==> config.mk <==
export PLATFORM = sky130hd
export DESIGN_NAME = dpc_modmul
export DESIGN_NICKNAME = d
export VERILOG_FILES = /design/src/rtl/dpc_pkg.sv /design/src/rtl/dpc_modmul.sv
export SDC_FILE = /design/constraint.sdc
export NUM_CORES = 2
export LEC_CHECK = 0
export BUFFER_PORTS_ARGS = -buffer_cell sky130_fd_sc_hd__buf_4
export CAP_MARGIN = 20
export CORE_MARGIN = 2
export CORE_UTILIZATION = 25
export CTS_BUF_LIST = sky130_fd_sc_hd__clkbuf_16
export CTS_CLUSTER_SIZE = 14
export DETAILED_ROUTE_END_ITERATION = 7
export HOLD_SLACK_MARGIN = 0.05
export SLEW_MARGIN = 20
export SYNTH_ARGS = -nofsm -noshare
export SYNTH_HDL_FRONTEND = slang
export SYNTH_SLANG_ARGS = --single-unit
==> constraint.sdc <==
create_clock -name aclk -period 10.05 [get_ports aclk]
set_clock_uncertainty 0.15 [all_clocks]
set_input_delay 2.01 -clock aclk [delete_from_list [all_inputs] [get_ports aclk]]
set_output_delay 2.01 -clock aclk [all_outputs]
set_load 0.02 [all_outputs]
==> src/rtl/dpc_pkg.sv <==
// Shared types and constants for the DAG path count / length sum block.
// No dependencies; imported by every module of the block except dpc_ram.
`timescale 1ns / 1ps

package dpc_pkg;

    localparam int unsigned MODV      = 10000;
    localparam int unsigned NODE_W    = 10;
    localparam int unsigned LEN_W     = 14;
    localparam int unsigned KIND_W    = 2;
    localparam int unsigned CFG_IDX_W = 2;
    localparam int unsigned CFG_W     = 14;

    // item kinds
    typedef enum logic [KIND_W-1:0] {
        KIND_ADD     = 2'd0,
        KIND_COMPUTE = 2'd1,
        KIND_CLEAR   = 2'd2
    } kind_t;

    // configuration register indexes
    localparam logic [CFG_IDX_W-1:0] CFG_START  = 2'd0;
    localparam logic [CFG_IDX_W-1:0] CFG_TARGET = 2'd1;
    localparam logic [CFG_IDX_W-1:0] CFG_EXTRA  = 2'd2;

    typedef enum logic [4:0] {
        S_INIT,      // sweep node link heads to empty
        S_IDLE,
        S_ADD_WR,
        S_CLR_NODE,  // zero pending/paths/length
        S_CNT_RD,
        S_CNT_NODE,
        S_CNT_WR,
        S_SEED_RD,
        S_SEED_WR,
        S_POP,
        S_POP_WAIT,
        S_FIRST,
        S_EDGE_CHK,
        S_EDGE_DAT,
        S_XDAT,
        S_YDAT,
        S_MUL,
        S_ANS_RD,
        S_ANS_GO,
        S_ANS_WAIT,
        S_ANS_HOLD
    } st_t;

    // request to the modular multiply-add unit
    typedef struct packed {
        logic             start;
        logic [LEN_W-1:0] a;
        logic [LEN_W-1:0] b;
        logic [LEN_W:0]   addend;
    } mm_req_t;

    // reduce a value below 2*MODV into 0..MODV-1
    function automatic logic [LEN_W-1:0] mod_once(input logic [LEN_W:0] v);
        logic [LEN_W:0] lim;
        lim = (LEN_W+1)'(MODV);
        if (v >= lim) begin
            return LEN_W'(v - lim);
        end
        return LEN_W'(v);
    endfunction

endpackage

==> src/rtl/dpc_modmul.sv <==
// Three-stage (a*b + addend) mod 10000 unit, reciprocal-multiply reduction.
// Depends on dpc_pkg.
`timescale 1ns / 1ps

module dpc_modmul
    import dpc_pkg::*;
(
    input  logic             aclk,
    input  logic             aresetn,
    input  mm_req_t          req,
    output logic             done,
    output logic [LEN_W-1:0] result
);

    // ceil(2^40 / 10000); quotient is exact or one high for p < 2^28
    localparam logic [26:0] RECIP = 27'd109951163;
    localparam int unsigned SHIFT = 40;

    logic [2:0]       vld_reg;
    logic [27:0]      prod_reg;
    logic [27:0]      prod2_reg;
    logic [LEN_W-1:0] quo_reg;
    logic [LEN_W-1:0] res_reg;
    logic [54:0]      scaled;
    logic [28:0]      diff;

    assign scaled = 55'(prod_reg) * 55'(RECIP);
    assign diff   = 29'(prod2_reg) - 29'(quo_reg) * 29'(MODV);

    always_ff @(posedge aclk) begin
        if (!aresetn) begin
            vld_reg <= '0;
        end else begin
            vld_reg <= {vld_reg[1:0], req.start};
        end
        prod_reg  <= 28'(req.a) * 28'(req.b) + 28'(req.addend);
        prod2_reg <= prod_reg;
        quo_reg   <= LEN_W'(scaled >> SHIFT);
        if (vld_reg[1]) begin
            // quotient one high leaves a negative remainder
            res_reg <= diff[28] ? LEN_W'(diff + 29'(MODV)) : LEN_W'(diff);
        end
    end

    assign done   = vld_reg[2];
    assign result = res_reg;

endmodule

==> reports/metrics.cfg <==
[routing]
drc_errors=0
dr_total_vias=16100
wl_per_cell_um=14.6
drt_iter0_drc=766
viasPerCell=4.14
detail-route-antenna-nets=0
totalWireLength_um=56800
first_pass_iters=5

[synth]
yosysWarnings=0
synth_nets=3569
synth_cells=2553
ys_async_sr_fraction=0
synth_seq_cells=87
syn_avg_cell_area_um2=9.73
netlist-cell-type-count=65
synth_flop_cell=dfxtp_1
synth_edf_count=14
synth_seq_area_share=0.0758
synth_area_mm2=0.0248

[cts]
htreeDepth=3
clock_latency_ps=410
cts_setup_buffers=0
path_clk_slew_ps=90
hold_buffers=0
cts-root-buf=clkbuf_16
cts_made_buffers=9
cts.repair.resized=0
tritoncts=done
clockBufferDepth=2
cts_sinks=87

[timing]
rsz0062_at_grt=no
setup_viol=0
tightest_slew_ps=776
hold_viol_final=0
fin_ws_ps=2490
fmax_mhz=132
post-route-period-util=0.752
max_slew_margin=0.482
final_max_slew_viol_count=0
fin_setup_tns_ps=0
fin_crit_ps=7560

[die]
die_area_mm2=0.102
start_util=0.252
die_w_um=319
die_y_um=319
rows=115
coreArea_mm2=0.0984
num_io_pins=61

[placed_design]
portBuffers=60
place_area_mm2=0.0268
gp_congestion=0.882
dp_slack_ps=2120
dp.final_hpwl_um=50600

[worst_setup_path]
critPathMaxFanout=9
path_common_cell=fa_1
end_kind=flop
required_ps=10210
cp.buffers_inverters=4
critical-path-max-stage-delay_ps=810
rr_worst_depth=21
r2r-start=prod_reg[9]$_DFF_P_
cp_slowest_cell=dfxtp_1
cp-start-kind=flop
cpLargestDelayFamily=adder cells
worstPathArrival_ps=7720
crit_chain=ha_1 > inv_1 > fa_1 > inv_1 > fa_1 > fa_1 > fa_1 > fa_1 > inv_1 > fa_1 > inv_1 > ha_1 > a21oi_1 > o21ai_0 > a31oi_1 > o21ai_0 > nor3_2 > a311o_2 > a211oi_2 > and2b_2 > o311ai_1
worst-r2r-setup-slack_ps=2490
worst-setup-path-type=reg -> reg
worstReg2RegEnd=quo_reg[12]$_DFF_P_

[final_layout]
fin_util=0.275
layout-drive-gt1-share=0.0377
final_nets=3613
synthToLayoutAreaGrowth_pct=9.12
fin_area_mm2=0.0271

[grt]
grt_pass1_wl_um=94700
grt_max_degree=19
grt_pass1_vias=17900
antenna_found_initial=0
gr-usage-all-layers=0.118
grt-ovfl-total=0

[min_path]
hold_path_end=result[3]$_DFFE_PP_
min_path_type=reg -> reg
hold_depth=0
min_from=prod2_reg[3]$_DFF_P_

[run]
cap_violations=0

[run_status]
status=finished clean

area by class of cell:
class,instances,area [um^2]
fill,10500,71300
multi-input combinational,1595,19700
inverter,842,3160
sequential,87,1880
clock buffer,9,225
clock inverter,7,71.3
tap,1287,1610
timing repair buffer,62,465
antenna,1,2.50
through the flow:
step / hold WS, ps / std cells
CTS: 257 / 3889
global placement: 239 / 3873
finish: 257 / 3890
floorplan: 236 / 2553
global route: 266 / 3889
detailed placement: 239 / 3873
worst register-to-register path: cells and delay by family, from the launching register on:
kind / cells / cell delay (ps)
adders and majority gates: 8 / 3850
DFF: 1 / 810
AOI/OAI and AO/OA: 7 / 1950
buffers and inverters: 4 / 260
and+or+nand+nor: 2 / 440
worst max path at each step:
stage / start / cells past startpoint / endpoint / slack [ps]
finish: prod_reg[9]$_DFF_P_ / 21 / quo_reg[12]$_DFF_P_ / 2490
global route: req[38] / 21 / prod_reg[26]$_DFF_P_ / 2170
CTS: req[38] / 21 / prod_reg[26]$_DFF_P_ / 2540
detailed placement: req[38] / 21 / prod_reg[24]$_DFF_P_ / 2120
global placement: req[38] / 21 / prod_reg[24]$_DFF_P_ / 2240
floorplan: req[38] / 21 / prod_reg[24]$_DFF_P_ / 2550
cell families after synthesis:
family | after synthesis | synth area share
and+or+nand+nor | 363 | 0.0697
muxes | 1 | 0.000453
DFF | 87 | 0.0758
xor gates and xnor gates | 79 | 0.0279
adders and majority gates | 970 | 0.646
buffers and inverters | 871 | 0.132
AOI/OAI and AO/OA | 182 | 0.0491
synthesized netlist by cell type, types with 2 or more instances:
cell	instances	area [um^2]
inv_1	842	3160
fa_1	519	10400
ha_1	451	5640
nand2_1	164	616
and2_1	75	469
dfxtp_1	73	1460
a21oi_1	56	280
xnor2_1	45	394
nor2_1	44	165
xor2_1	34	298
a21o_1	29	218
clkbuf_1	29	109
o21ai_0	29	145
nor3_1	18	90.1
nand3_1	16	80.1
edfxtp_1	14	420
nand4_1	9	56.3
o21bai_1	9	67.6
o21a_1	8	60.1
a211oi_1	7	52.6
nor2b_1	6	37.5
or3_1	6	37.5
a31oi_1	5	31.3
or2_2	5	31.3
nand2b_1	4	25.0
o2111ai_1	4	35.0
a221oi_1	3	26.3
and3_1	3	18.8
nor4_1	3	18.8
o21ai_1	3	15.0
o311ai_0	3	26.3
a31o_2	2	17.5
nor3b_1	2	15.0
o41ai_1	2	17.5
cells in the final DEF (no fill, tap or decap), types with 44 or more instances in the layout:
cell / instances
a21oi_1: 56
fa_1: 519
nor2_1: 44
ha_1: 451
inv_1: 842
xnor2_1: 45
dfxtp_1: 73
nand2_1: 164
and2_1: 75
buf_4: 62
layer usage:
metal  global-route usage  up-vias  share of wire
met5                    0        -              0
li1                     -     7723              -
met1                0.158     7974           0.46
met2                0.197      342           0.47
met3               0.0222       64          0.054
met4               0.0238        0          0.017
Power is left out: the tool's default activity adds up to more than one toggle a clock period on the data nets, which glitch-free logic cannot reach.
