`src/rtl/dpc_ram.sv`:
```
// Generic simple dual-port RAM: one write port, one registered read port.
// No dependencies.
`timescale 1ns / 1ps

module dpc_ram #(
    parameter int WIDTH = 8,
    parameter int DEPTH = 16,
    localparam int AW = (DEPTH > 1) ? $clog2(DEPTH) : 1
) (
    input  logic             aclk,
    input  logic             we,
    input  logic [AW-1:0]    waddr,
    input  logic [WIDTH-1:0] wdata,
    input  logic [AW-1:0]    raddr,
    output logic [WIDTH-1:0] rdata
);

    logic [WIDTH-1:0] mem [DEPTH];
    logic [WIDTH-1:0] rd_reg;

    always_ff @(posedge aclk) begin
        if (we) begin
            mem[waddr] <= wdata;
        end
        rd_reg <= mem[raddr];
    end

    assign rdata = rd_reg;

endmodule

```
`config.mk`:
```
export PLATFORM = sky130hd
export DESIGN_NAME = dpc_ram
export DESIGN_NICKNAME = d
export VERILOG_FILES = /design/src/rtl/dpc_ram.sv
export SDC_FILE = /design/constraint.sdc
export NUM_CORES = 1
export LEC_CHECK = 0
export BUFFER_PORTS_ARGS = -buffer_cell sky130_fd_sc_hd__buf_2
export CORE_ASPECT_RATIO = 1.75
export CORE_MARGIN = 1
export CORE_UTILIZATION = 28
export CTS_BUF_LIST = sky130_fd_sc_hd__clkbuf_4 sky130_fd_sc_hd__clkbuf_8
export DETAILED_ROUTE_END_ITERATION = 7
export SLEW_MARGIN = 40
export SYNTH_ARGS = -nofsm -noshare
export SYNTH_HDL_FRONTEND = slang
export SYNTH_SLANG_ARGS = --single-unit
```
`constraint.sdc`:
```
create_clock -name aclk -period 5.37 [get_ports aclk]
set_input_delay 1.3425 -clock aclk [delete_from_list [all_inputs] [get_ports aclk]]
set_output_delay 1.3425 -clock aclk [all_outputs]
set_load 0.03 [all_outputs]
```
==> results of run 1 <==
-- critical path: stages --
cell and delay [ns]:
buf_2 0.11, or3b_2 0.53, nor2_1 0.63
-- per-layer routing --
layer	track usage	part of all wire	vias up
li1	-	-	1044
met1	0.121	0.39	1250
met2	0.208	0.56	53
met3	0.0307	0.032	20
met4	0.0589	0.025	0
met5	0	0	-
-- through the flow --
step	cells	hold WS (ns)	area [sq um]	total power, uW	setup WS [ns]
CTS	511	0.681	5940	2200	2.73
finish	511	0.681	5950	2180	2.81
global route	511	0.701	5950	2250	2.75
detailed placement	479	0.665	5530	1340	2.26
floorplan	229	0.629	5150	1290	2.53
global placement	479	0.650	5500	1330	1.99
-- where the power goes --
group          internal [uW]  total, uW  switching [uW]
logic                   43.0        120            76.9
registers               1190       1190            7.77
clock network            461        867             407
total                   1690       2180             491
-- synth_stat cells --
| library cell | number |
|---|---|
| buf_6 | 3 |
| mux4_2 | 18 |
| nand3b_1 | 2 |
| nand2_1 | 9 |
| nand2b_1 | 2 |
| edfxtp_1 | 128 |
| mux4_1 | 14 |
| nor2b_1 | 1 |
| buf_4 | 1 |
| nor2_1 | 13 |
| nor3_1 | 4 |
| buf_2 | 3 |
| and2_1 | 1 |
| or3b_2 | 1 |
| clkdlybuf4s25_2 | 3 |
| and2b_1 | 1 |
| nand3_1 | 1 |
| dfxtp_1 | 8 |
| a22oi_1 | 16 |
-- layout make-up --
class                      instances  share of cell area
sequential                       136               0.672
multi-input combinational         83               0.187
tap                              234              0.0492
clock buffer                      17              0.0393
clock inverter                    15              0.0296
timing repair buffer              26              0.0227
-- logic make-up after synthesis --
group,share of synthesized area
buffers and inverters,0.0168
DFF,0.778
and+or+nand+nor,0.0318
AOI/OAI and AO/OA,0.0233
muxes,0.150
-- state kept, by name, summed over array words and instances (netlist names) --
signal  flops
rdata       8
mem       128
-- worst max-delay path by stage --
stage | from | to | cells after the start
2_1_floorplan | waddr[2] | mem[0][0]$_DFFE_PP_ | 2
3_3_place_gp | raddr[0] | rdata[0]$_DFF_P_ | 4
3_5_place_dp | waddr[2] | mem[3][1]$_DFFE_PP_ | 3
4_1_cts | waddr[2] | mem[3][3]$_DFFE_PP_ | 3
5_1_grt | raddr[0] | rdata[1]$_DFF_P_ | 4
6_report | waddr[2] | mem[1][3]$_DFFE_PP_ | 3
==> impl_metrics.json, run 1 <==
{
  "hold_depth": 3,
  "layout-drive-gt1-share": 0.325,
  "nFillCells": 1671,
  "wl_mm": 10.4,
  "root_buffer": "clkbuf_8",
  "fin_crit_sh": 0.476,
  "period_minus_slack_ns": 2.56,
  "h-tree-depth": 4,
  "max_freq_mhz": 391,
  "cts_tree": "built",
  "reg2reg_to": "rdata[0]$_DFF_P_",
  "nets": 282,
  "r2r-start": "mem[4][0]$_DFFE_PP_",
  "drv_slew": 0,
  "synth_nets": 247,
  "cp.required_ns": 5.43,
  "clockBufferDepth": 2,
  "numClockSinks": 136,
  "ys_types": 19,
  "grt_start_max_net_pins": 33,
  "insertedDiodeCount": 0,
  "place_congestion": 0.692,
  "critical_path.max_fanout": 8,
  "cts-resized-gates": 0,
  "multi_input_area_sq_mm": 0.00111,
  "cts_made_buffers": 17,
  "clk_pin_slew_worst_paths_ns": 0.08,
  "ys_warn_count": 0,
  "syn_avg_cell_area_sq_um": 22.5,
  "worstRegToRegCells": 3,
  "die_w_um": 104,
  "dieHeight_um": 181,
  "viasPerCell": 4.63,
  "rrSetupSlack_ns": 4.03,
  "hold_viol": 0,
  "cts-hold-fix-buffers": 0,
  "p_leak_uw": 0.00191,
  "final_util": 0.331,
  "die-area_sq_mm": 0.0190,
  "num_vias": 2367,
  "yosys.area.top_type": "edfxtp_1",
  "p_per_area_mw_per_mm2": 366,
  "maxCapViolCount": 0,
  "post_cts_buffers": 0,
  "pin_count": 26,
  "drt_iter0_drc": 163,
  "setup_tns_ns": 0,
  "portBuffers": 25,
  "antenna_found_initial": 0,
  "overflow": 0,
  "max_slew_margin": 0.395,
  "ir_drop_mv": 0.173,
  "hold_path.class": "reg -> reg",
  "synth_area_sq_mm": 0.00515,
  "synth_cells": 229,
  "mostFrequentLayoutCells": "edfxtp_1 (128), buf_2 (24), mux4_2 (18)",
  "cp_data_arrival_time_ns": 2.62,
  "rsz0062_at_grt": "no",
  "dp_hpwl_mm": 6.90,
  "synthDominantCellAreaShare": 0.747,
  "skew_ns": 0.00828,
  "area_growth_pct": 15.7,
  "synthTopCellsByArea": "edfxtp_1 (75%), mux4_2 (7.9%), mux4_1 (7.1%), dfxtp_1 (3.1%), a22oi_1 (2.3%)",
  "whs_endpoint": "rdata[6]$_DFF_P_",
  "grt_usage": 0.115,
  "drt-pass1-iter-count": 4,
  "crit_type": "in -> reg",
  "rows": 65,
  "wire_per_inst_um": 20.4,
  "grt_pass1_wl_mm": 15.3,
  "worst_slew_pin_slew_ns": 0.904,
  "ys_ff_latch": 136,
  "mostFrequentLayoutCell": "edfxtp_1",
  "finalSetupViolations": 0,
  "grt_pass1_vias": 2457,
  "ant_nets": 0,
  "cp-end-kind": "flip-flop",
  "outcome": "complete, no violations",
  "seqCellArea_sq_mm": 0.00400,
  "fp.coreArea_sq_mm": 0.0180,
  "min-delay-start": "mem[15][6]$_DFFE_PP_",
  "clock_latency_ns": 0.44,
  "initial_utilization": 0.286,
  "synth-seq-area-share": 0.778,
  "start_kind": "input pin",
  "drc": 0
}
No activity file was read; power rests on OpenSTA's default activity.
==> run 2: changes to the inputs <==
==> constraint.sdc (replaced) <==
create_clock -name aclk -period 2.7 [get_ports aclk]
set_input_delay 0.675 -clock aclk [delete_from_list [all_inputs] [get_ports aclk]]
set_output_delay 0.675 -clock aclk [all_outputs]
set_load 0.03 [all_outputs]
==> impl_metrics.json, run 2 (same netlist as run 1, synthesis figures left out) <==
{
  "portBuffers": 25,
  "ir_drop_mv": 0.331,
  "largest-register": "mem",
  "cp_slowest_cell": "mux4_1",
  "period_minus_slack_ns": 1.67,
  "setup_ws_ns": 1.03,
  "die-area_sq_mm": 0.0190,
  "insertedDiodeCount": 0,
  "drt-pass1-iter-count": 4,
  "fp.coreArea_sq_mm": 0.0180,
  "maxCapViolCount": 0,
  "cts_made_buffers": 17,
  "mostFrequentLayoutCell": "edfxtp_1",
  "slowest_delay_ns": 0.59,
  "cp.depth": 5,
  "overflow": 0,
  "largest_register_ffs": 128,
  "path_delay_family": "multiplexers",
  "post_cts_buffers": 0,
  "p_per_area_mw_per_mm2": 723,
  "grt_usage": 0.117,
  "worstRegToRegCells": 3,
  "outcome": "complete, no violations",
  "rrSetupSlack_ns": 1.38,
  "cts-hold-fix-buffers": 0,
  "critical_path.max_fanout": 32,
  "reg2reg_to": "rdata[1]$_DFF_P_",
  "pin_count": 26,
  "start_kind": "input pin",
  "max_freq_mhz": 598,
  "numClockSinks": 136,
  "cts-resized-gates": 0,
  "crit_type": "in -> reg",
  "skew_ns": 0.0136,
  "grt_pass1_wl_mm": 15.7,
  "fin_cells": 528,
  "h-tree-depth": 4,
  "placed_cells": 496,
  "worst_slew_pin_slew_ns": 0.755,
  "area_growth_pct": 18.0,
  "num_vias": 2395,
  "drv_slew": 0,
  "power_uw": 4390,
  "grt_start_max_net_pins": 33,
  "rsz0062_at_grt": "no",
  "max_slew_margin": 0.496,
  "root_buffer": "clkbuf_8",
  "ant_nets": 0,
  "fin_crit_sh": 0.620,
  "layout-drive-gt1-share": 0.320,
  "viasPerCell": 4.54,
  "wl_mm": 10.2,
  "cp_data_arrival_time_ns": 1.99,
  "setup_tns_ns": 0,
  "r2r-start": "mem[1][1]$_DFFE_PP_",
  "dieHeight_um": 181,
  "hold_path.class": "in -> reg",
  "pre_cts_ws_ns": 0.573,
  "initial_utilization": 0.286,
  "clk_pin_slew_worst_paths_ns": 0.07,
  "cp.required_ns": 3.02,
  "mostFrequentLayoutCells": "edfxtp_1 (128), buf_2 (25), mux4_2 (18)",
  "place_congestion": 0.690,
  "antenna_found_initial": 0,
  "hold_viol": 0,
  "drt_iter0_drc": 181,
  "rows": 65,
  "die_w_um": 104,
  "clock_latency_ns": 0.43,
  "cp-end-kind": "flip-flop",
  "path_buf_inv": 2,
  "nets": 299,
  "p_leak_uw": 0.00202,
  "wire_per_inst_um": 19.4,
  "worstSetupEndpoint": "rdata[3]$_DFF_P_",
  "startpoint": "raddr[0]",
  "cts_tree": "built",
  "nFillCells": 1664,
  "finalSetupViolations": 0,
  "grt_pass1_vias": 2610,
  "worstPathCellList": "buf_2, buf_12, mux4_1, a22oi_1, nand2_1",
  "drc": 0,
  "clockBufferDepth": 2,
  "dp_hpwl_mm": 7.10
}
[run 2: cell count changes in the layout (fill, tap and decap cells not counted)]
cell / delta
nor2_1: +9
nor3_4: -2
clkinv_4: +2
clkinvlp_4: -2
nor3_2: -2
inv_6: -3
buf_2: +1
clkbuf_4: +3
clkinv_2: -1
nor2_2: -9
bufinv_16: +1
buf_12: +2
nor3_1: +4
buf_4: +14
[run 2: stage by stage]
step,hold WS [ns],instance area [sq um],util
finish,0.623,6070,0.338
global route,0.606,6070,0.338
CTS,0.604,6070,0.338
detailed placement,0.666,5640,0.314
global placement,0.653,5640,0.314
floorplan,0.629,5150,-
[run 2: layer usage]
metal,share of wire,up-vias,GRT usage
li1,-,1075,-
met1,0.38,1263,0.122
met2,0.58,49,0.220
met3,0.029,8,0.0242
met4,0.015,0,0.0549
met5,0,-,0
[run 2: power by group]
group,internal [uW],total (uW),switching [uW]
logic,94.1,244,149
clock network,1040,1780,740
registers,2360,2370,13.9
total,3490,4390,903
[run 2: worst reg2reg max path, delay by kind of cell, from the launching register on]
family,cells,cell delay (ns)
multiplexers,1,0.52
flip-flops,1,0.38
AO/OA/AOI/OAI,1,0.23
AND/OR/NAND/NOR,1,0.09
[run 2: final cells by class]
class                           instances  area, sq um  area share
Timing Repair Buffer                   43          285      0.0470
Sequential cell                       136         4000       0.659
Tap cell                              234          293      0.0482
Clock inverter                         12          178      0.0293
Multi-Input combinational cell         83         1060       0.174
Clock buffer                           20          256      0.0422
[run 2: worst min path at each step]
stage / startpoint / to / slack [ns] / depth (start not counted)
after global placement: mem[12][0]$_DFFE_PP_ / rdata[0]$_DFF_P_ / 0.65 / 3
after detailed placement: mem[14][3]$_DFFE_PP_ / rdata[3]$_DFF_P_ / 0.67 / 3
after CTS: wdata[6] / mem[6][6]$_DFFE_PP_ / 0.60 / 1
after global routing: wdata[5] / mem[8][5]$_DFFE_PP_ / 0.61 / 1
after floorplan: mem[7][0]$_DFFE_PP_ / rdata[0]$_DFF_P_ / 0.63 / 3
final: wdata[6] / mem[9][6]$_DFFE_PP_ / 0.62 / 1
